$ cat src/design/nbsg_pkg.sv
// nbsg_pkg: shared types, constants and output saturation helpers for the
// softened gravity block; no dependencies

package nbsg_pkg;

   localparam int MAX_BODIES_DEF = 32;
   localparam int BODY_IDX_W     = 6;
   localparam int POS_W          = 32;
   localparam int ITEM_W         = 3 * POS_W;
   localparam int ACC_W          = 64;
   localparam int OUT_W          = 48;
   localparam int RSP_DATA_W     = 248;

   localparam int DIV_W     = 89;
   localparam int DIV_STEPS = 89;
   localparam int ROOT_W    = 49;
   localparam int SQ_W      = 98;
   localparam int SQ_STEPS  = 49;
   localparam int U_W       = 56;
   localparam int MB_W      = 56;
   localparam int CAP_W     = 57;
   localparam int DIFF_W    = 33;
   localparam int SUMSQ_W   = 66;

   localparam logic [CAP_W-1:0] TERM_CAP = 57'h100000000000000;
   localparam logic [31:0] MASS_RST = 32'd65536;
   localparam logic [31:0] SOFT_RST = 32'd2147484;

   localparam logic CSR_IDX_MASS = 1'b0;
   localparam logic CSR_IDX_SOFT = 1'b1;

   localparam logic [OUT_W-1:0] OUT_POS_MAX = 48'h7FFF_FFFF_FFFF;
   localparam logic [OUT_W-1:0] OUT_NEG_MIN = 48'h8000_0000_0000;

   typedef struct packed {
      logic                    valid;
      logic [BODY_IDX_W-1:0]   tag_i;
      logic [BODY_IDX_W-1:0]   tag_j;
      logic signed [ACC_W-1:0] tx;
      logic signed [ACC_W-1:0] ty;
      logic signed [ACC_W-1:0] tz;
      logic [CAP_W-1:0]        e;
      logic                    hit;
   } term_type;

   typedef struct packed {
      logic signed [ACC_W-1:0] ax;
      logic signed [ACC_W-1:0] ay;
      logic signed [ACC_W-1:0] az;
      logic [ACC_W-1:0]        en;
      logic                    ovf;
   } acc_type;

   // bit OUT_W is the saturation flag
   function automatic logic [OUT_W:0] sat_out(input logic signed [ACC_W-1:0] v);
      logic [OUT_W:0] r;
      if (v > $signed({17'd0, OUT_POS_MAX[OUT_W-2:0]})) begin
         r = {1'b1, OUT_POS_MAX};
      end else if (v < -$signed({16'd0, OUT_NEG_MIN})) begin
         r = {1'b1, OUT_NEG_MIN};
      end else begin
         r = {1'b0, v[OUT_W-1:0]};
      end
      return r;
   endfunction

   function automatic logic [OUT_W:0] neg_mag(input logic [ACC_W-1:0] e);
      logic [OUT_W:0] r;
      if (e > {16'd0, OUT_NEG_MIN}) begin
         r = {1'b1, OUT_NEG_MIN};
      end else begin
         r = {1'b0, OUT_W'(0) - e[OUT_W-1:0]};
      end
      return r;
   endfunction

endpackage

$ cat src/design/nbsg_cell.sv
// nbsg_cell: one accumulator cell of the chain, holding one body's sums
// depends on nbsg_pkg

module nbsg_cell import nbsg_pkg::*; (
   input  logic     clock,
   input  logic     reset,
   input  logic     clr,
   input  logic     shift,
   input  term_type term_in,
   output term_type term_out,
   input  acc_type  acc_in,
   output acc_type  acc_out
);

   term_type term_ff;
   term_type term_in_dec;
   acc_type  acc_ff;
   acc_type  acc_in_upd;

   always_comb begin
      term_in_dec = term_in;
      term_in_dec.tag_i = term_in.tag_i - BODY_IDX_W'(1);
      term_in_dec.tag_j = term_in.tag_j - BODY_IDX_W'(1);
   end

   always_comb begin
      acc_in_upd = acc_ff;
      priority if (term_in.tag_i == '0) begin
         acc_in_upd.ax  = acc_ff.ax - term_in.tx;
         acc_in_upd.ay  = acc_ff.ay - term_in.ty;
         acc_in_upd.az  = acc_ff.az - term_in.tz;
         acc_in_upd.en  = acc_ff.en + ACC_W'(term_in.e);
         acc_in_upd.ovf = acc_ff.ovf | term_in.hit;
      end else if (term_in.tag_j == '0) begin
         acc_in_upd.ax  = acc_ff.ax + term_in.tx;
         acc_in_upd.ay  = acc_ff.ay + term_in.ty;
         acc_in_upd.az  = acc_ff.az + term_in.tz;
         acc_in_upd.en  = acc_ff.en + ACC_W'(term_in.e);
         acc_in_upd.ovf = acc_ff.ovf | term_in.hit;
      end else begin
         acc_in_upd = acc_ff;
      end
   end

   always_ff @(posedge clock) begin
      if (reset) begin
         term_ff.valid <= 1'b0;
      end else begin
         term_ff.valid <= term_in.valid;
      end
      term_ff.tag_i <= term_in_dec.tag_i;
      term_ff.tag_j <= term_in_dec.tag_j;
      term_ff.tx    <= term_in.tx;
      term_ff.ty    <= term_in.ty;
      term_ff.tz    <= term_in.tz;
      term_ff.e     <= term_in.e;
      term_ff.hit   <= term_in.hit;

      priority if (clr) begin
         acc_ff <= '0;
      end else if (shift) begin
         acc_ff <= acc_in;
      end else if (term_in.valid) begin
         acc_ff <= acc_in_upd;
      end
   end

   assign term_out = term_ff;
   assign acc_out  = acc_ff;

endmodule

$ cat config.mk
export PLATFORM = sky130hd
export DESIGN_NAME = nbsg_cell
export DESIGN_NICKNAME = d
export VERILOG_FILES = /design/src/design/nbsg_pkg.sv /design/src/design/nbsg_cell.sv
export SDC_FILE = /design/constraint.sdc
export NUM_CORES = 1
export LEC_CHECK = 0
export ABC_CLOCK_PERIOD_IN_PS = 6600
export BUFFER_PORTS_ARGS = -buffer_cell sky130_fd_sc_hd__buf_2
export CAP_MARGIN = 20
export CORE_AREA = 4 4 401 403
export DETAILED_ROUTE_END_ITERATION = 10
export DIE_AREA = 0 0 405 407
export GPL_TIMING_DRIVEN = 0
export PLACE_DENSITY = 0.46
export SLEW_MARGIN = 10
export SYNTH_ARGS = -nofsm -noshare
export SYNTH_HDL_FRONTEND = slang
export SYNTH_SLANG_ARGS = --single-unit
export TNS_END_PERCENT = 30
$ cat constraint.sdc
create_clock -name clock -period 6.6 [get_ports clock]
set_clock_uncertainty 0.05 [all_clocks]
set_input_delay 0.66 -clock clock [delete_from_list [all_inputs] [get_ports clock]]
set_output_delay 0.66 -clock clock [all_outputs]
set_load 0.05 [all_outputs]
# --- Word level (Yosys, flattened, before mapping) ---
# Index checks and enable logic that the tools add are counted.
totals:
  regBits: 520
  wordCells: 32
op_classes:
  reduce_logical: 5
  n_bitwise: 1
  addsub: 9
  mux: 4
op_table:
  columns: ["cell", "n"]
  rows:
  - ["257-bit two-way mux", 4]
  - ["64-bit adder", 3]
  - ["64-bit subtractor", 3]
  - ["64-bit by 57-bit adder with 64-bit output", 1]
  - ["6-bit zero test", 2]
  - ["6-bit by 1-bit subtractor with 6-bit output (second input constant)", 2]
  - ["3-bit nonzero test", 1]
  - ["2-bit AND reduction", 1]
  - ["2-bit nonzero test", 1]
  - ["1-bit OR", 1]

# --- Longest topological paths before layout ---
depth:
  ltp_word: 5
  depth_mapped: 25

# --- Worst setup path after synthesis ---
# OpenSTA, ideal clock, no wires.
synth_timing:
  path_type: "input-to-reg"
  from: "in term_in[198] (netlist bit)"
  to: "reg acc_ff (netlist bit acc_out[252])"
  setup_time_ps: 76
  n_path_buf: 1
  required_time_ps: 6474
  stages: 20
  arrival_ps: 5484
  slack_ps: 991
  path_cell_list: "or3_1 > or4_1 > nor3_1 > nand2b_1 > nor3_1 > and3_1 > nor2_1 > xnor2_1 > ha_1 > clkbuf_1 > nand3_1 > nor3_1 > nand2_1 > or4b_1 > o211ai_1 > a41oi_1 > nor4_1 > nor2b_1 > o31a_1 > o22ai_1"
synth_between:
  elab_chain_len: 5
synth_lines:
  columns: ["item", "line_no", "rtl"]
  rows:
  - ["from (decl)", "nbsg_cell.sv:9", "input term_type term_in,"]
  - ["64-bit adder", "nbsg_cell.sv:35", "acc_in_upd.ax = acc_ff.ax + term_in.tx;"]
  - ["257-bit two-way mux", "nbsg_cell.sv:34", "end else if (term_in.tag_j == '0) begin"]
  - ["257-bit two-way mux (*)", "nbsg_cell.sv:28", "priority if (term_in.tag_i == '0) begin"]
  - ["257-bit two-way mux (*)", "nbsg_cell.sv:63", "end else if (term_in.valid) begin"]
  - ["257-bit two-way mux (*)", "nbsg_cell.sv:61", "end else if (shift) begin"]
  - ["to (signal assigned)", "nbsg_cell.sv:62", "acc_ff <= acc_in;"]
  - ["to (signal assigned)", "nbsg_cell.sv:64", "acc_ff <= acc_in_upd;"]
  - ["to (decl)", "nbsg_cell.sv:17", "acc_type acc_ff;"]
# Mark *: on every way between the ends. The rest lies on a longest branch, timed or not. The select of a mux whose other input is x is not followed.
# A chain may end at the register's enable or synchronous reset.

# --- Worst setup path after layout ---
layout_timing:
  from: "in term_in[256] (netlist bit)"
  to: "reg acc_ff (netlist bit acc_out[191])"
layout_between:
  elab_chain_len: 4
layout_lines:
  columns: ["item", "line_no"]
  rows:
  - ["6-bit zero test (*)", "nbsg_cell.sv:28"]
  - ["257-bit two-way mux", "nbsg_cell.sv:28"]
  - ["257-bit two-way mux", "nbsg_cell.sv:63"]
  - ["257-bit two-way mux", "nbsg_cell.sv:61"]
# Marked as above.

==> impl_metrics.env <==
export IMPL_outcome="complete, no violations"
export IMPL_routed_via_count=41597
export IMPL_fp_coreArea_um2=157500
export IMPL_nets=6423
export IMPL_routabilityCongestion=0.9302
export IMPL_met2_usage_pct=50.03
export IMPL_worstPathMaxFanout=10
export IMPL_path_clk_slew_ps=60
export IMPL_ys_ff_latch=520
export IMPL_power_per_cell_area_nw_per_um2=242.5
export IMPL_p_leak_nw=21.45
export IMPL_die_h_um=407
export IMPL_hold_class="in2reg"
export IMPL_rows=146
export IMPL_ir_worst_vdd_v=0.0001891
export IMPL_drt_pass1_iterations=8
export IMPL_routed_via_density=5.338
export IMPL_postPlaceCellArea_um2=43500
export IMPL_fmax_ghz=0.1516
export IMPL_wl_per_cell_um=33.02
export IMPL_hold_violations=0
export IMPL_timing_max_cap_violations=0
export IMPL_final_common_cell="sky130_fd_sc_hd__buf_2"
export IMPL_floorplan_initialDensity_pct=22.15
export IMPL_grt_antenna_before_repair=93
export IMPL_routed_wirelength_mm=257.3
export IMPL_postSynth_asyncResetShare_pct=0
export IMPL_layout_core_utilization_pct=29.54
export IMPL_fin_tns_setup_ps=0
export IMPL_final_layout_size_suffix_gt1_share_pct=23.51
export IMPL_grt_pass1_vias=40390
export IMPL_port_buffers=1041
export IMPL_cts_tree="yes"
export IMPL_area_growth_pct=33.38
export IMPL_drc=0
export IMPL_grt_first_pass_wirelength_mm=339.1
export IMPL_rr_startpoint="acc_out[129]"
export IMPL_clock_sinks=520
export IMPL_total_die_area_um2=164800
export IMPL_cp_endpoint="acc_out[191]"
export IMPL_timing_rr_end="acc_out[187]"
export IMPL_timing_worst_slew_pin_value_ps=1283
export IMPL_setup_viol_count_final=0
export IMPL_finish_instance_area_um2=46520
export IMPL_yosysWarningCount=0
export IMPL_pin_count_of_the_biggest_net_entering_global_routing=13
export IMPL_period_share_pct=99.95
export IMPL_critical_path_endpoint_type="flop"
export IMPL_ff_latch_area_um2=10410
export IMPL_mappedNetlistArea_um2=34880
export IMPL_number_of_unique_standard_cell_types_used_by_synthesis=82
export IMPL_worst_setup_path_start_kind="input port"
export IMPL_design_portCount=1044
export IMPL_final_cell_mix="sky130_fd_sc_hd__buf_2 (1056), sky130_fd_sc_hd__dfxtp_1 (520), sky130_fd_sc_hd__a21oi_1 (491)"
export IMPL_timing_final_max_slew_violations=0
export IMPL_antenna_violating_nets_post_route=0
export IMPL_main_flop_type_after_synthesis="sky130_fd_sc_hd__dfxtp_1"
export IMPL_grtUsageMet3_pct=7.156
export IMPL_reg2reg_depth=15
export IMPL_fill_cells=17438
export IMPL_multi_input_comb_area_um2=23260
export IMPL_reg2reg_slack_ps=1740
export IMPL_cts_buffers=71
export IMPL_grt_remaining_overflow=0
export IMPL_grt_busiest_layer="met2"
export IMPL_worst_setup_path_startpoint="term_in[256]"
export IMPL_clock_latency_ps=700
export IMPL_postSynthNetCount=5236
export IMPL_ys_seq_area_share_pct=29.85
export IMPL_drtIter0Drc=4004
export IMPL_grt_util_all_layers_pct=29.85
export IMPL_avgSynthCellArea_um2=7.828
export IMPL_dp_hpwl_mm=209.6
export IMPL_crit_type="in2reg"
export IMPL_use_met1_pct=36.28
export IMPL_worst_ep_required_time_ps=7120
export IMPL_die_width_um=405
export IMPL_slew_headroom_pct=13.95
export IMPL_synth_edff_count=0
export IMPL_cts_root_to_sink_buffers=3
export IMPL_cts_root_buf="sky130_fd_sc_hd__clkbuf_16"
export IMPL_worstHoldPathCells=1
export IMPL_finalWorstPathRequiredPeriod_ps=6597
export IMPL_total_power_mw=11.28
export IMPL_arrival_time_at_the_worst_endpoint_ps=7110
export IMPL_count_of_h_tree_levels_built_during_cts=3
export IMPL_synthCells=4455
export IMPL_grt_setup_unrepaired="no"
[worst min-delay path by stage]
stage / to / slack (ps) / startpoint
after CTS: term_out[238] / 0.8 / term_in[238]
after global routing: term_out[24] / 20 / term_in[24]
after floorplan: term_out[0] / 640 / term_in[0]
after detailed placement: acc_out[104] / 440 / acc_out[104]
final: term_out[246] / 60 / term_in[246]
after global placement: acc_out[47] / 440 / acc_out[47]
[Yosys cell counts, types with 14 or more instances]
library cell | n | area, µm²
sky130_fd_sc_hd__o21a_1 | 36 | 270.3
sky130_fd_sc_hd__o41ai_1 | 17 | 148.9
sky130_fd_sc_hd__nor2_1 | 417 | 1565
sky130_fd_sc_hd__nor3_1 | 102 | 510.5
sky130_fd_sc_hd__o211ai_1 | 65 | 488.0
sky130_fd_sc_hd__mux2i_1 | 18 | 180.2
sky130_fd_sc_hd__or3_1 | 25 | 156.4
sky130_fd_sc_hd__o21bai_1 | 40 | 300.3
sky130_fd_sc_hd__a21o_1 | 139 | 1044
sky130_fd_sc_hd__or4_1 | 19 | 142.6
sky130_fd_sc_hd__nand4_1 | 62 | 387.9
sky130_fd_sc_hd__o21ai_0 | 323 | 1617
sky130_fd_sc_hd__a211o_1 | 14 | 122.6
sky130_fd_sc_hd__a211oi_1 | 56 | 420.4
sky130_fd_sc_hd__buf_1 | 24 | 90.09
sky130_fd_sc_hd__a221oi_1 | 26 | 227.7
sky130_fd_sc_hd__clkbuf_1 | 230 | 863.3
sky130_fd_sc_hd__nand2b_1 | 40 | 250.2
sky130_fd_sc_hd__a21oi_1 | 491 | 2457
sky130_fd_sc_hd__a311oi_1 | 32 | 280.3
sky130_fd_sc_hd__o31ai_1 | 70 | 525.5
sky130_fd_sc_hd__a31oi_1 | 61 | 381.6
sky130_fd_sc_hd__nor2b_1 | 24 | 150.1
sky130_fd_sc_hd__and2_1 | 14 | 87.58
sky130_fd_sc_hd__xnor2_1 | 190 | 1664
sky130_fd_sc_hd__xor2_1 | 210 | 1839
sky130_fd_sc_hd__ha_1 | 253 | 3166
sky130_fd_sc_hd__nand3_1 | 70 | 350.3
sky130_fd_sc_hd__nor4_1 | 28 | 175.2
sky130_fd_sc_hd__nand2_1 | 444 | 1667
sky130_fd_sc_hd__a2111oi_0 | 25 | 219.0
sky130_fd_sc_hd__o211a_1 | 52 | 520.5
sky130_fd_sc_hd__inv_1 | 93 | 349.1
sky130_fd_sc_hd__dfxtp_1 | 520 | 10410
sky130_fd_sc_hd__and3_1 | 56 | 350.3
[metrics by stage]
step | setup slack [ps] | cells | hold slack [ps]
5_1_grt | 2.186 | 7774 | 22.79
4_1_cts | 58.02 | 7759 | 0.7881
3_3_place_gp | -4186 | 7568 | 437.8
6_report | 3.404 | 7792 | 59.43
3_5_place_dp | -1757 | 7607 | 442.5
2_1_floorplan | 990.7 | 4455 | 637.7
[per-layer routing]
layer	share of wire (%)	routed length (µm)	vias to the layer above
li1	-	-	18689
met1	40	103800	20408
met2	47	120100	2030
met3	8.2	21100	444
met4	4.7	12180	26
met5	0.068	175	-
[power breakdown]
| part | total [mW] | switching, mW | internal [mW] | leakage (nW) |
|---|---|---|---|---|
| combinational | 3.54 | 2.49 | 1.05 | 15.9 |
| clock | 4.26 | 1.75 | 2.51 | 1.20 |
| sequential | 3.48 | 0.151 | 3.33 | 4.35 |
| total | 11.3 | 4.39 | 6.89 | 21.5 |
[worst max-delay path, cell delays in order]
cell and delay, ps:
sky130_fd_sc_hd__buf_2 110, sky130_fd_sc_hd__inv_1 90, sky130_fd_sc_hd__ha_1 220, sky130_fd_sc_hd__nand3b_1 250, sky130_fd_sc_hd__clkbuf_2 480, sky130_fd_sc_hd__clkbuf_1 850, sky130_fd_sc_hd__o21ai_0 260, sky130_fd_sc_hd__xor2_1 210
sky130_fd_sc_hd__ha_1 270, sky130_fd_sc_hd__clkbuf_1 390, sky130_fd_sc_hd__nand4_1 280, sky130_fd_sc_hd__nor4_1 490, sky130_fd_sc_hd__nand3_1 140, sky130_fd_sc_hd__o31ai_1 220, sky130_fd_sc_hd__a21oi_1 150, sky130_fd_sc_hd__o31ai_1 560
sky130_fd_sc_hd__nor3b_1 680, sky130_fd_sc_hd__nand4_1 190, sky130_fd_sc_hd__nand2_1 150, sky130_fd_sc_hd__xnor2_1 70, sky130_fd_sc_hd__a2111oi_0 350
[layout make-up]
cell class	count	area share [%]
multi-input combinational	3585	50.00
sequential	520	22.38
timing repair buffer	1115	13.47
tap	2072	5.573
clock buffer	87	4.121
buffer	255	2.362
clock inverter	36	1.186
inverter	94	0.7585
antenna	28	0.1506
[cells by family (layout without fill, tap and decap cells)]
logic type,count (synthesis),after routing,share of synthesized area [%]
and+or+nand+nor,1362,1362,18.09
DFF,520,520,29.85
xor gates and xnor gates,400,400,10.05
adders and majority gates,257,257,9.306
other,0,28,0
buffers and inverters,350,1587,3.810
AOI/OAI and AO/OA,1542,1542,28.19
muxes,24,24,0.7103
[timing repair]
action / in CTS / in global routing
buffers inserted: 0 / 4
hold endpoints to repair: 29 / 0
gates resized for setup: 16 / 26
pin swaps: 0 / 2
hold buffers: 29 / 0
setup endpoints to repair: 28 / 20
[state kept, by name, summed over array words and instances, names as in the netlist]
signal    cells
acc_out     257
term_out    263
Power figures use the tool's default switching activity.
