File: config.mk
export PLATFORM = sky130hd
export DESIGN_NAME = nbsg_engine
export DESIGN_NICKNAME = d
export VERILOG_FILES = /design/src/design/nbsg_pkg.sv /design/src/design/nbsg_engine.sv
export SDC_FILE = /design/constraint.sdc
export NUM_CORES = 2
export LEC_CHECK = 0
export BUFFER_PORTS_ARGS = -buffer_cell sky130_fd_sc_hd__clkbuf_2
export CORE_AREA = 2 2 467 423
export CTS_CLUSTER_DIAMETER = 150
export DETAILED_ROUTE_END_ITERATION = 8
export DIE_AREA = 0 0 469 425
export PLACE_DENSITY = 0.67
export SYNTH_ARGS = -nofsm -noshare
export SYNTH_HDL_FRONTEND = slang
export SYNTH_SLANG_ARGS = --single-unit
File: constraint.sdc
create_clock -name clock -period 22.7 [get_ports clock]
set_input_delay 1.135 -clock clock [delete_from_list [all_inputs] [get_ports clock]]
set_output_delay 1.135 -clock clock [all_outputs]
set_load 0.01 [all_outputs]
File: src/design/nbsg_pkg.sv
// nbsg_pkg: shared types, constants and output saturation helpers for the
// softened gravity block; no dependencies

package nbsg_pkg;

   localparam int MAX_BODIES_DEF = 32;
   localparam int BODY_IDX_W     = 6;
   localparam int POS_W          = 32;
   localparam int ITEM_W         = 3 * POS_W;
   localparam int ACC_W          = 64;
   localparam int OUT_W          = 48;
   localparam int RSP_DATA_W     = 248;

   localparam int DIV_W     = 89;
   localparam int DIV_STEPS = 89;
   localparam int ROOT_W    = 49;
   localparam int SQ_W      = 98;
   localparam int SQ_STEPS  = 49;
   localparam int U_W       = 56;
   localparam int MB_W      = 56;
   localparam int CAP_W     = 57;
   localparam int DIFF_W    = 33;
   localparam int SUMSQ_W   = 66;

   localparam logic [CAP_W-1:0] TERM_CAP = 57'h100000000000000;
   localparam logic [31:0] MASS_RST = 32'd65536;
   localparam logic [31:0] SOFT_RST = 32'd2147484;

   localparam logic CSR_IDX_MASS = 1'b0;
   localparam logic CSR_IDX_SOFT = 1'b1;

   localparam logic [OUT_W-1:0] OUT_POS_MAX = 48'h7FFF_FFFF_FFFF;
   localparam logic [OUT_W-1:0] OUT_NEG_MIN = 48'h8000_0000_0000;

   typedef struct packed {
      logic                    valid;
      logic [BODY_IDX_W-1:0]   tag_i;
      logic [BODY_IDX_W-1:0]   tag_j;
      logic signed [ACC_W-1:0] tx;
      logic signed [ACC_W-1:0] ty;
      logic signed [ACC_W-1:0] tz;
      logic [CAP_W-1:0]        e;
      logic                    hit;
   } term_type;

   typedef struct packed {
      logic signed [ACC_W-1:0] ax;
      logic signed [ACC_W-1:0] ay;
      logic signed [ACC_W-1:0] az;
      logic [ACC_W-1:0]        en;
      logic                    ovf;
   } acc_type;

   // bit OUT_W is the saturation flag
   function automatic logic [OUT_W:0] sat_out(input logic signed [ACC_W-1:0] v);
      logic [OUT_W:0] r;
      if (v > $signed({17'd0, OUT_POS_MAX[OUT_W-2:0]})) begin
         r = {1'b1, OUT_POS_MAX};
      end else if (v < -$signed({16'd0, OUT_NEG_MIN})) begin
         r = {1'b1, OUT_NEG_MIN};
      end else begin
         r = {1'b0, v[OUT_W-1:0]};
      end
      return r;
   endfunction

   function automatic logic [OUT_W:0] neg_mag(input logic [ACC_W-1:0] e);
      logic [OUT_W:0] r;
      if (e > {16'd0, OUT_NEG_MIN}) begin
         r = {1'b1, OUT_NEG_MIN};
      end else begin
         r = {1'b0, OUT_W'(0) - e[OUT_W-1:0]};
      end
      return r;
   endfunction

endpackage

File: src/design/nbsg_engine.sv
// nbsg_engine: pair sequencer with serial multiplier, divider and square root
// depends on nbsg_pkg

module nbsg_engine import nbsg_pkg::*; #(
   parameter int MAX_BODIES = MAX_BODIES_DEF
) (
   input  logic                            clock,
   input  logic                            reset,
   input  logic                            start,
   input  logic [$clog2(MAX_BODIES+1)-1:0] body_cnt,
   input  logic [31:0]                     mass,
   input  logic [31:0]                     softening,
   output logic [$clog2(MAX_BODIES)-1:0]   rd_addr,
   input  logic [ITEM_W-1:0]               rd_data,
   output term_type                        term_out,
   output logic [ACC_W-1:0]                total,
   output logic                            done
);

   localparam int CNT_W  = $clog2(MAX_BODIES+1);
   localparam int ADDR_W = $clog2(MAX_BODIES);

   typedef enum logic [4:0] {
      E_IDLE, E_RDI, E_RDJ, E_DIFF, E_SQSET, E_SQ, E_SQCHK, E_ROOT, E_UDIV,
      E_USET, E_EMUL, E_ECAP, E_WSET, E_WDIV, E_TSET, E_TMUL, E_TDIV, E_TCAP,
      E_EMIT, E_NEXT, E_DONE
   } eng_state_type;

   eng_state_type state_ff;
   logic [CNT_W-1:0] i_ff, j_ff, n_ff;
   logic [ITEM_W-1:0] pi_ff;
   logic signed [DIFF_W-1:0] d_ff [3];
   logic [DIFF_W-1:0] ad_ff [3];
   logic [1:0] k_ff;
   logic [SUMSQ_W-1:0] s_ff;
   logic [U_W-1:0] u_ff;
   logic [CAP_W-1:0] e_ff;
   logic signed [ACC_W-1:0] t_ff [3];
   logic hit_ff;
   logic [ACC_W-1:0] total_ff;
   term_type term_ff;
   logic done_ff;

   logic [DIV_W-1:0] mul_a_ff, mul_p_ff;
   logic [MB_W-1:0]  mul_b_ff;
   logic [DIV_W-1:0] div_n_ff, div_q_ff;
   logic [ROOT_W-1:0] div_r_ff;
   logic [6:0] div_cnt_ff;
   logic [SQ_W-1:0] sq_op_ff, sq_res_ff, sq_one_ff;
   logic [5:0] sq_cnt_ff;

   logic [ROOT_W-1:0] root;
   logic [ROOT_W:0] div_r2;
   logic div_ge;
   logic [ROOT_W-1:0] div_r_in;
   logic [SQ_W-1:0] sq_t;
   logic sq_ge;
   logic signed [DIFF_W-1:0] d_in [3];
   logic [DIFF_W-1:0] ad_in [3];
   logic [DIV_W-16-1:0] ev;
   logic [ACC_W:0] tot_sum;
   logic [CAP_W-1:0] t_mag;
   logic t_hit;

   assign root   = sq_res_ff[ROOT_W-1:0];
   assign div_r2 = {div_r_ff, div_n_ff[DIV_W-1]};
   assign div_ge = div_r2 >= {1'b0, root};
   assign div_r_in = div_ge ? ROOT_W'(div_r2 - {1'b0, root}) : div_r2[ROOT_W-1:0];
   assign sq_t   = sq_res_ff + sq_one_ff;
   assign sq_ge  = sq_op_ff >= sq_t;
   assign ev     = mul_p_ff[DIV_W-1:16];
   assign tot_sum = {1'b0, total_ff} + (ACC_W+1)'(e_ff);
   assign t_hit  = div_q_ff > DIV_W'(TERM_CAP);
   assign t_mag  = t_hit ? TERM_CAP : div_q_ff[CAP_W-1:0];

   always_comb begin
      for (int k = 0; k < 3; k++) begin
         d_in[k] = $signed({pi_ff[k*POS_W+POS_W-1], pi_ff[k*POS_W +: POS_W]})
                 - $signed({rd_data[k*POS_W+POS_W-1], rd_data[k*POS_W +: POS_W]});
         ad_in[k] = d_in[k][DIFF_W-1] ? DIFF_W'(-d_in[k]) : DIFF_W'(d_in[k]);
      end
   end

   assign rd_addr = (state_ff == E_RDI) ? i_ff[ADDR_W-1:0] : j_ff[ADDR_W-1:0];

   always_ff @(posedge clock) begin
      if (reset) begin
         state_ff      <= E_IDLE;
         term_ff.valid <= 1'b0;
         done_ff       <= 1'b0;
      end else begin
         term_ff.valid <= 1'b0;
         done_ff       <= 1'b0;
         unique case (state_ff)
            E_IDLE: begin
               if (start) begin
                  n_ff     <= body_cnt;
                  i_ff     <= '0;
                  j_ff     <= CNT_W'(1);
                  total_ff <= '0;
                  state_ff <= (body_cnt < CNT_W'(2)) ? E_DONE : E_RDI;
               end
            end
            E_RDI: state_ff <= E_RDJ;
            E_RDJ: begin
               pi_ff    <= rd_data;
               state_ff <= E_DIFF;
            end
            E_DIFF: begin
               for (int k = 0; k < 3; k++) begin
                  d_ff[k]  <= d_in[k];
                  ad_ff[k] <= ad_in[k];
               end
               s_ff     <= SUMSQ_W'(softening);
               hit_ff   <= 1'b0;
               k_ff     <= '0;
               state_ff <= E_SQSET;
            end
            E_SQSET: begin
               mul_a_ff <= DIV_W'(ad_ff[k_ff]);
               mul_b_ff <= MB_W'(ad_ff[k_ff]);
               mul_p_ff <= '0;
               state_ff <= E_SQ;
            end
            E_SQ: begin
               if (mul_b_ff == '0) begin
                  s_ff <= s_ff + mul_p_ff[SUMSQ_W-1:0];
                  if (k_ff == 2'd2) begin
                     state_ff <= E_SQCHK;
                  end else begin
                     k_ff     <= k_ff + 2'd1;
                     state_ff <= E_SQSET;
                  end
               end else begin
                  if (mul_b_ff[0]) mul_p_ff <= mul_p_ff + mul_a_ff;
                  mul_a_ff <= mul_a_ff << 1;
                  mul_b_ff <= mul_b_ff >> 1;
               end
            end
            E_SQCHK: begin
               if (s_ff == '0) begin
                  state_ff <= E_NEXT;
               end else begin
                  sq_op_ff  <= {s_ff, 32'd0};
                  sq_res_ff <= '0;
                  sq_one_ff <= SQ_W'(1) << (SQ_W - 2);
                  sq_cnt_ff <= '0;
                  state_ff  <= E_ROOT;
               end
            end
            E_ROOT: begin
               if (sq_ge) begin
                  sq_op_ff  <= sq_op_ff - sq_t;
                  sq_res_ff <= (sq_res_ff >> 1) + sq_one_ff;
               end else begin
                  sq_res_ff <= sq_res_ff >> 1;
               end
               sq_one_ff <= sq_one_ff >> 2;
               sq_cnt_ff <= sq_cnt_ff + 6'd1;
               if (sq_cnt_ff == 6'(SQ_STEPS - 1)) begin
                  div_n_ff   <= {17'd0, mass, 40'd0};
                  div_r_ff   <= '0;
                  div_cnt_ff <= '0;
                  state_ff   <= E_UDIV;
               end
            end
            E_UDIV, E_WDIV, E_TDIV: begin
               div_r_ff   <= div_r_in;
               div_n_ff   <= div_n_ff << 1;
               div_q_ff   <= {div_q_ff[DIV_W-2:0], div_ge};
               div_cnt_ff <= div_cnt_ff + 7'd1;
               if (div_cnt_ff == 7'(DIV_STEPS - 1)) begin
                  unique case (state_ff)
                     E_UDIV:  state_ff <= E_USET;
                     E_WDIV:  state_ff <= E_TSET;
                     default: state_ff <= E_TCAP;
                  endcase
               end
            end
            E_USET: begin
               u_ff     <= div_q_ff[U_W-1:0];
               mul_a_ff <= DIV_W'(div_q_ff[U_W-1:0]);
               mul_b_ff <= MB_W'(mass);
               mul_p_ff <= '0;
               state_ff <= E_EMUL;
            end
            E_EMUL, E_TMUL: begin
               if (mul_b_ff == '0) begin
                  if (state_ff == E_EMUL) begin
                     state_ff <= E_ECAP;
                  end else begin
                     div_n_ff   <= mul_p_ff;
                     div_r_ff   <= '0;
                     div_cnt_ff <= '0;
                     state_ff   <= E_TDIV;
                  end
               end else begin
                  if (mul_b_ff[0]) mul_p_ff <= mul_p_ff + mul_a_ff;
                  mul_a_ff <= mul_a_ff << 1;
                  mul_b_ff <= mul_b_ff >> 1;
               end
            end
            E_ECAP: begin
               if (ev > (DIV_W-16)'(TERM_CAP)) begin
                  e_ff   <= TERM_CAP;
                  hit_ff <= 1'b1;
               end else begin
                  e_ff <= ev[CAP_W-1:0];
               end
               k_ff     <= '0;
               state_ff <= E_WSET;
            end
            E_WSET: begin
               total_ff   <= (k_ff == 2'd0) ? (tot_sum[ACC_W] ? '1 : tot_sum[ACC_W-1:0])
                                            : total_ff;
               div_n_ff   <= {8'd0, ad_ff[k_ff], 48'd0};
               div_r_ff   <= '0;
               div_cnt_ff <= '0;
               state_ff   <= E_WDIV;
            end
            E_TSET: begin
               mul_a_ff <= DIV_W'(u_ff);
               mul_b_ff <= MB_W'(div_q_ff[DIFF_W-1:0]);
               mul_p_ff <= '0;
               state_ff <= E_TMUL;
            end
            E_TCAP: begin
               if (t_hit) hit_ff <= 1'b1;
               t_ff[k_ff] <= d_ff[k_ff][DIFF_W-1] ? -$signed(ACC_W'(t_mag))
                                                  : $signed(ACC_W'(t_mag));
               if (k_ff == 2'd2) begin
                  state_ff <= E_EMIT;
               end else begin
                  k_ff     <= k_ff + 2'd1;
                  state_ff <= E_WSET;
               end
            end
            E_EMIT: begin
               term_ff.valid <= 1'b1;
               term_ff.tag_i <= BODY_IDX_W'(i_ff);
               term_ff.tag_j <= BODY_IDX_W'(j_ff);
               term_ff.tx    <= t_ff[0];
               term_ff.ty    <= t_ff[1];
               term_ff.tz    <= t_ff[2];
               term_ff.e     <= e_ff;
               term_ff.hit   <= hit_ff;
               state_ff      <= E_NEXT;
            end
            E_NEXT: begin
               if (j_ff == n_ff - CNT_W'(1)) begin
                  if (i_ff + CNT_W'(2) == n_ff) begin
                     state_ff <= E_DONE;
                  end else begin
                     i_ff     <= i_ff + CNT_W'(1);
                     j_ff     <= i_ff + CNT_W'(2);
                     state_ff <= E_RDI;
                  end
               end else begin
                  j_ff     <= j_ff + CNT_W'(1);
                  state_ff <= E_RDI;
               end
            end
            E_DONE: begin
               done_ff  <= 1'b1;
               state_ff <= E_IDLE;
            end
            default: state_ff <= E_IDLE;
         endcase
      end
   end

   assign term_out = term_ff;
   assign total    = total_ff;
   assign done     = done_ff;

endmodule

* Yosys cells after proc, flatten, opt, wreduce, memory -nomap -nowiden
Memory sizes are Yosys's and may differ from the RTL's. A register that Yosys moved wholly into a read port is not among the register bits.
Index checks and enable logic that the tools add are counted.
** Word-level totals
- Flip-flop bits (word level) :: 1397
- Bits in latches :: 0
- Bits in writable memories :: 390
- Memory bits (read-only) :: 0
- Input port bits :: 169
- Output and inout bits :: 333
- Memories kept :: 3
** Cells by class
- $add $sub $neg :: 21
- Multiply operators :: 0
- Divide/modulo/power cells :: 0
- $lt $le $gt $ge :: 5
- Equality and inequality tests :: 41
- Shift-type cells :: 0
- Mux-type cells :: 80
- Bitwise operators :: 1
- Reductions and logical operators :: 36
** Memory list
- t_ff :: depth 3, bits a word 64, read ports 3, clocked after memory_dff 0, write ports 1, line nbsg_engine.sv:38 : logic signed [ACC_W-1:0] t_ff [3];
- ad_ff :: depth 3, bits a word 33, read ports 1, clocked after memory_dff 1, write ports 3, line nbsg_engine.sv:33 : logic [DIFF_W-1:0] ad_ff [3];
- d_ff :: depth 3, bits a word 33, read ports 1, clocked after memory_dff 1, write ports 3, line nbsg_engine.sv:32 : logic signed [DIFF_W-1:0] d_ff [3];
** Operator list (count)
- case mux 89 bit (4 select lines) :: 2
- case mux 98 bit (2 select lines) :: 3
- two-way mux 89 bit :: 6
- two-way mux 98 bit :: 5
- two-way mux 263 bit :: 1
- two-way mux 64 bit :: 4
- case mux 56 bit (4 select lines) :: 1
- two-way mux 49 bit :: 4
- case mux 49 bit (4 select lines) :: 1
- case mux 89 bit (2 select lines) :: 1
- case mux 66 bit (2 select lines) :: 1
- case mux 64 bit (2 select lines) :: 1
- two-way mux 33 bit :: 3
- negation 33 bit :: 3
- subtractor 32 x 32 -> 33 bit :: 3
- adder 97 x 98 -> 98 bit :: 1
- adder 98 bit :: 1
- greater-or-equal comparator 98 bit :: 1
- subtractor 98 bit :: 1
- adder 89 bit :: 1
- greater-than comparator 89 x 57 -> 1 bit, second input constant :: 1
- case mux 5 bit (17 select lines) :: 1
- greater-than comparator 73 x 57 -> 1 bit, second input constant :: 1
- adder 66 bit :: 1
- 49 further kinds :: 136

* Logic depth before layout (Yosys ltp)
- Depth after elaboration :: 5
- Depth in mapped cells :: 29

* Worst setup path after synthesis
Ideal clock, no wire load.
- Path type :: input to register
- Start :: input port reset
- End :: register term_ff, in the netlist term_out[0] (enable)
- Library setup time :: 1.206 ns
- Data arrival time :: 18.998 ns
- Path slack :: 2.496 ns
- Cell stages on the path :: 2
- Cells stage by stage :: clkbuf_1 -> nor3_1
** On the way
- Longest elaborated chain between the ends :: 2
** RTL lines
- start, declared :: line nbsg_engine.sv:8 : input logic reset,
- NOT 1 bit (no line)
- AND reduction 2 bit (no line)
- end, declared :: line nbsg_engine.sv:41 : term_type term_ff;
No other way between the ends.
A chain may end at the register's enable or synchronous reset.

* Worst setup path in the final report
- Start :: register sq_res_ff[2]
- End :: register sq_res_ff[23], data pin
** On the way
- Longest elaborated chain between the ends :: 4
- Elaborated cells on any way between the ends :: 5
** RTL lines
- start, declared :: line nbsg_engine.sv:49 : logic [SQ_W-1:0] sq_op_ff, sq_res_ff, sq_one_ff;
- start signal, assigned :: line nbsg_engine.sv:154 : sq_res_ff <= (sq_res_ff >> 1) + sq_one_ff;
- start signal, assigned :: line nbsg_engine.sv:156 : sq_res_ff <= sq_res_ff >> 1;
- adder 98 bit :: line nbsg_engine.sv:69 : assign sq_t = sq_res_ff + sq_one_ff;
- greater-or-equal comparator 98 bit :: line nbsg_engine.sv:70 : assign sq_ge = sq_op_ff >= sq_t;
- two-way mux 98 bit * :: line nbsg_engine.sv:152 : if (sq_ge) begin
- case mux 98 bit (2 select lines) * :: line nbsg_engine.sv:94 : unique case (state_ff)
Every way passes the cells marked *; elsewhere a longest branch is shown, timed or not.

==> run metrics <==
outcome=complete, but fails checks; violated checks=design-rule violations; die width=~470 um; CP bufs+invs=1; post-synthesis sequential area ratio=roughly half; Synth Register Bits=between 1,500 and 2,000; DRT iter0 DRCs=roughly 10,000; core box area=195,000 sq um; Worst Tran Pin Value=1.43 ns; ratio of final minimum period to clock period=38.1%; vias per cell=~6.3; CTS tree=yes; initial antenna violation count=44; cts hold-fix bufs=0; vias after detailed routing=~78,000; Slew Limit Fails=0; pre-CTS setup slack=14.35 ns; port bufs=between 500 and 600; grt total ovfl=0; crit path launch type=flip-flop; clock latency on the worst-skew pair=0.85 ns; classification of the worst-slack hold path=reg2reg; detailed-route DRC error count=13; first-pass GRT wire length=between 400,000 and 500,000 um; vias in the first global route=roughly 72,000; Initial Utilization=49.8%; Layout area overhead=11.3%; layout cells sized above 1=a little over a tenth; final net count=about 10,000; crit-path leading delay family=compound AO/OA/AOI/OAI gates; Die Ht=between 400 and 500 um; WL per Instance=about 26 um; peak supply drop=approximately 0.000085 V; CP endpoint kind=flip-flop; Most used DFF post-synth=edfxtp_1; Syn Nets=9,970; min Tclk post-route=approximately 8.6 ns; GPL Wtd Cong=between 1 and 1.5; Routed Antenna Nets=0; syn_area_per_cell=~11 sq um; Post-CTS Resized=0; Clock Tree Buf Depth=3; Critical Path Max Stage Delay=roughly 0.68 ns; Mapped Area=96,900 sq um; Worst Skew=0.0813 ns; CP max-delay cell=buf_4; # H-tree levels=4; largest net degree at the start of global routing=about 120; CP most frequent cell=nor4_1; worst path cell trace=ha_1, and3_1, nor4_1, o31ai_1, a21o_1, a21oi_1, o21a_1, o41ai_1, a31oi_1, o21a_1, o21ai_1, xnor2_1, ha_1, nand4_1, nor4_1, o2111ai_1, a31oi_1, nor4_1, o21bai_2, a211o_4, buf_4, o21ai_1, xnor2_1, nor2_1; IO Pins=502; setup ws final=around 14 ns; EDFF count, synth=between 1,500 and 2,000; Syn Inst Count=9,224; Post-synth ARST share=0%; Critical Path AT=between 9 and 10 ns; post-CTS setup repair buffer count=0; clock sink count=roughly 1,600; row count=154; final setup violation count=0; Max Fclk=about 120 MHz; Clk pin slew, worst setup/hold paths=0.07 ns; flop2flop setup slack=~14 ns; setup total negative slack=0 ns; RSZ-0062 raised after global routing=false; Max-cap violations=0; worst-path fanout max=68; TritonRoute pass-1 iters=9; post-DP HPWL=244,000 um; CTS root buffer=clkbuf_16; Critical Path RT=23.21 ns; Num CTS Buffers=173; PwrDens=around 81 nW/um^2; library cells used by synthesis=121; Die Area=about 200,000 sq um; Yosys Warn Count=0; drt total wl=roughly 320,000 um; Crit Path Category=reg2reg; Slew HR=roughly 3.6%; final hold violation count=0; GRT Overall Usage=a little under a third; Lkg Pwr=slightly above 40 nW
## metrics by stage
| step | total power (W) | area [sq um] | hold slack (ns) | cells | utilization (%) |
|---|---|---|---|---|---|
| floorplan | 0.00519 | 96900 | 0.400 | 9224 | - |
| global placement | 0.00577 | 102000 | 0.401 | 12000 | 52.4 |
| detailed placement | 0.00579 | 102000 | 0.405 | 12000 | 52.4 |
| CTS | 0.00873 | 108000 | 0.404 | 12300 | 55.4 |
| global route | 0.00908 | 108000 | 0.420 | 12300 | 55.4 |
| finish | 0.00873 | 108000 | 0.412 | 12300 | 55.4 |
## final timing paths
kind / startpoint / to / cells after the start
hold reg to reg: t_ff[1][38] / term_out[160] / 0
setup reg to reg: sq_res_ff[2] / sq_res_ff[23] / 24
setup / recovery: sq_res_ff[2] / sq_res_ff[23] / 24
hold / removal: t_ff[1][38] / term_out[160] / 0
## layout make-up
cell class                 instances  area, sq um
fill                           16900        86800
antenna                           18         45.0
multi-input combinational       6833        45500
sequential                      1621        48600
inverter                         374         1410
clock buffer                     208         4500
timing repair buffer             587         3170
clock inverter                   110         1360
tap                             2574         3220
## placed cells by master (no fill, tap or decap), drive strengths merged, types with 20 or more instances in the layout
cell	count
xnor2	422
nand3	164
o31a	23
or4	29
a21o	245
nand2b	86
o21ai	601
ha	569
nor3	153
a21boi	30
nor2b	92
bufinv	20
or3	68
nand2	813
a21oi	737
o21a	84
o21bai	101
mux2i	81
inv	383
o211ai	32
nor2	750
a222oi	126
buf	86
or2	40
a31o	37
a22o	49
a31oi	171
clkinv	72
edfxtp	1612
clkbuf	709
xor2	320
nor4	97
nand4	188
o31ai	64
o41ai	23
a211oi	95
and2	197
and3	82
## Yosys cell counts (all sizes together) (68+ instances only)
master,n,area [sq um]
xor2,320,2800
o21bai,101,762
nor3,153,771
edfxtp,1612,48400
a21oi,737,3700
ha,569,7120
mux2i,81,811
a222oi,126,1260
a211oi,95,738
nand4,188,1180
nand2b,86,538
a21o,245,1840
a31oi,171,1110
nor4,97,641
nand2,813,3060
and3,82,518
nor2b,92,576
o21ai,601,3020
nand3,164,821
xnor2,422,3700
inv,373,1400
and2,197,1230
nor2,750,2840
clkbuf,351,1320
o21a,84,631
or3,68,430
## flip-flops by register name (all words and copies together), names as in the netlist, 7 cells and up, named ones only
register / count
ad_ff: 99
div_cnt_ff: 7
div_n_ff: 89
div_q_ff: 89
div_r_ff: 49
e_ff: 57
mul_a_ff: 89
mul_b_ff: 33
mul_p_ff: 89
pi_ff: 96
s_ff: 66
sq_one_ff: 49
sq_op_ff: 98
sq_res_ff: 98
t_ff: 192
term_out: 263
total: 64
u_ff: 56
## kinds of logic (layout without fill, tap and decap cells)
kind of cell    count (synthesis)  after routing  share of synthesized area, %
compound gates               2595           2595                          17.5
buf+inv                       770           1279                          3.04
other cells                     0             18                             0
mux                            92             92                         0.965
xor+xnor                      742            742                          6.71
simple gates                 2827           2827                          14.1
fa+ha+maj                     577            577                          7.52
flops                        1621           1621                          50.2
## report_power, final
group	switching, W	internal [W]	leakage, nW
Combinational	0.00132	0.000742	23.7
Sequential	0.000185	0.00354	14.8
Clock	0.00128	0.00166	2.82
Total	0.00279	0.00595	41.2
## routing by layer
metal / GRT usage (%) / up-vias / wire length [um]
met5: 0 / - / 205
met4: 12.7 / 34 / 13900
met3: 7.12 / 586 / 31600
met2: 45.5 / 3698 / 137000
met1: 44.3 / 37700 / 136000
li1: - / 35500 / -
Power figures use the tool's default switching activity.
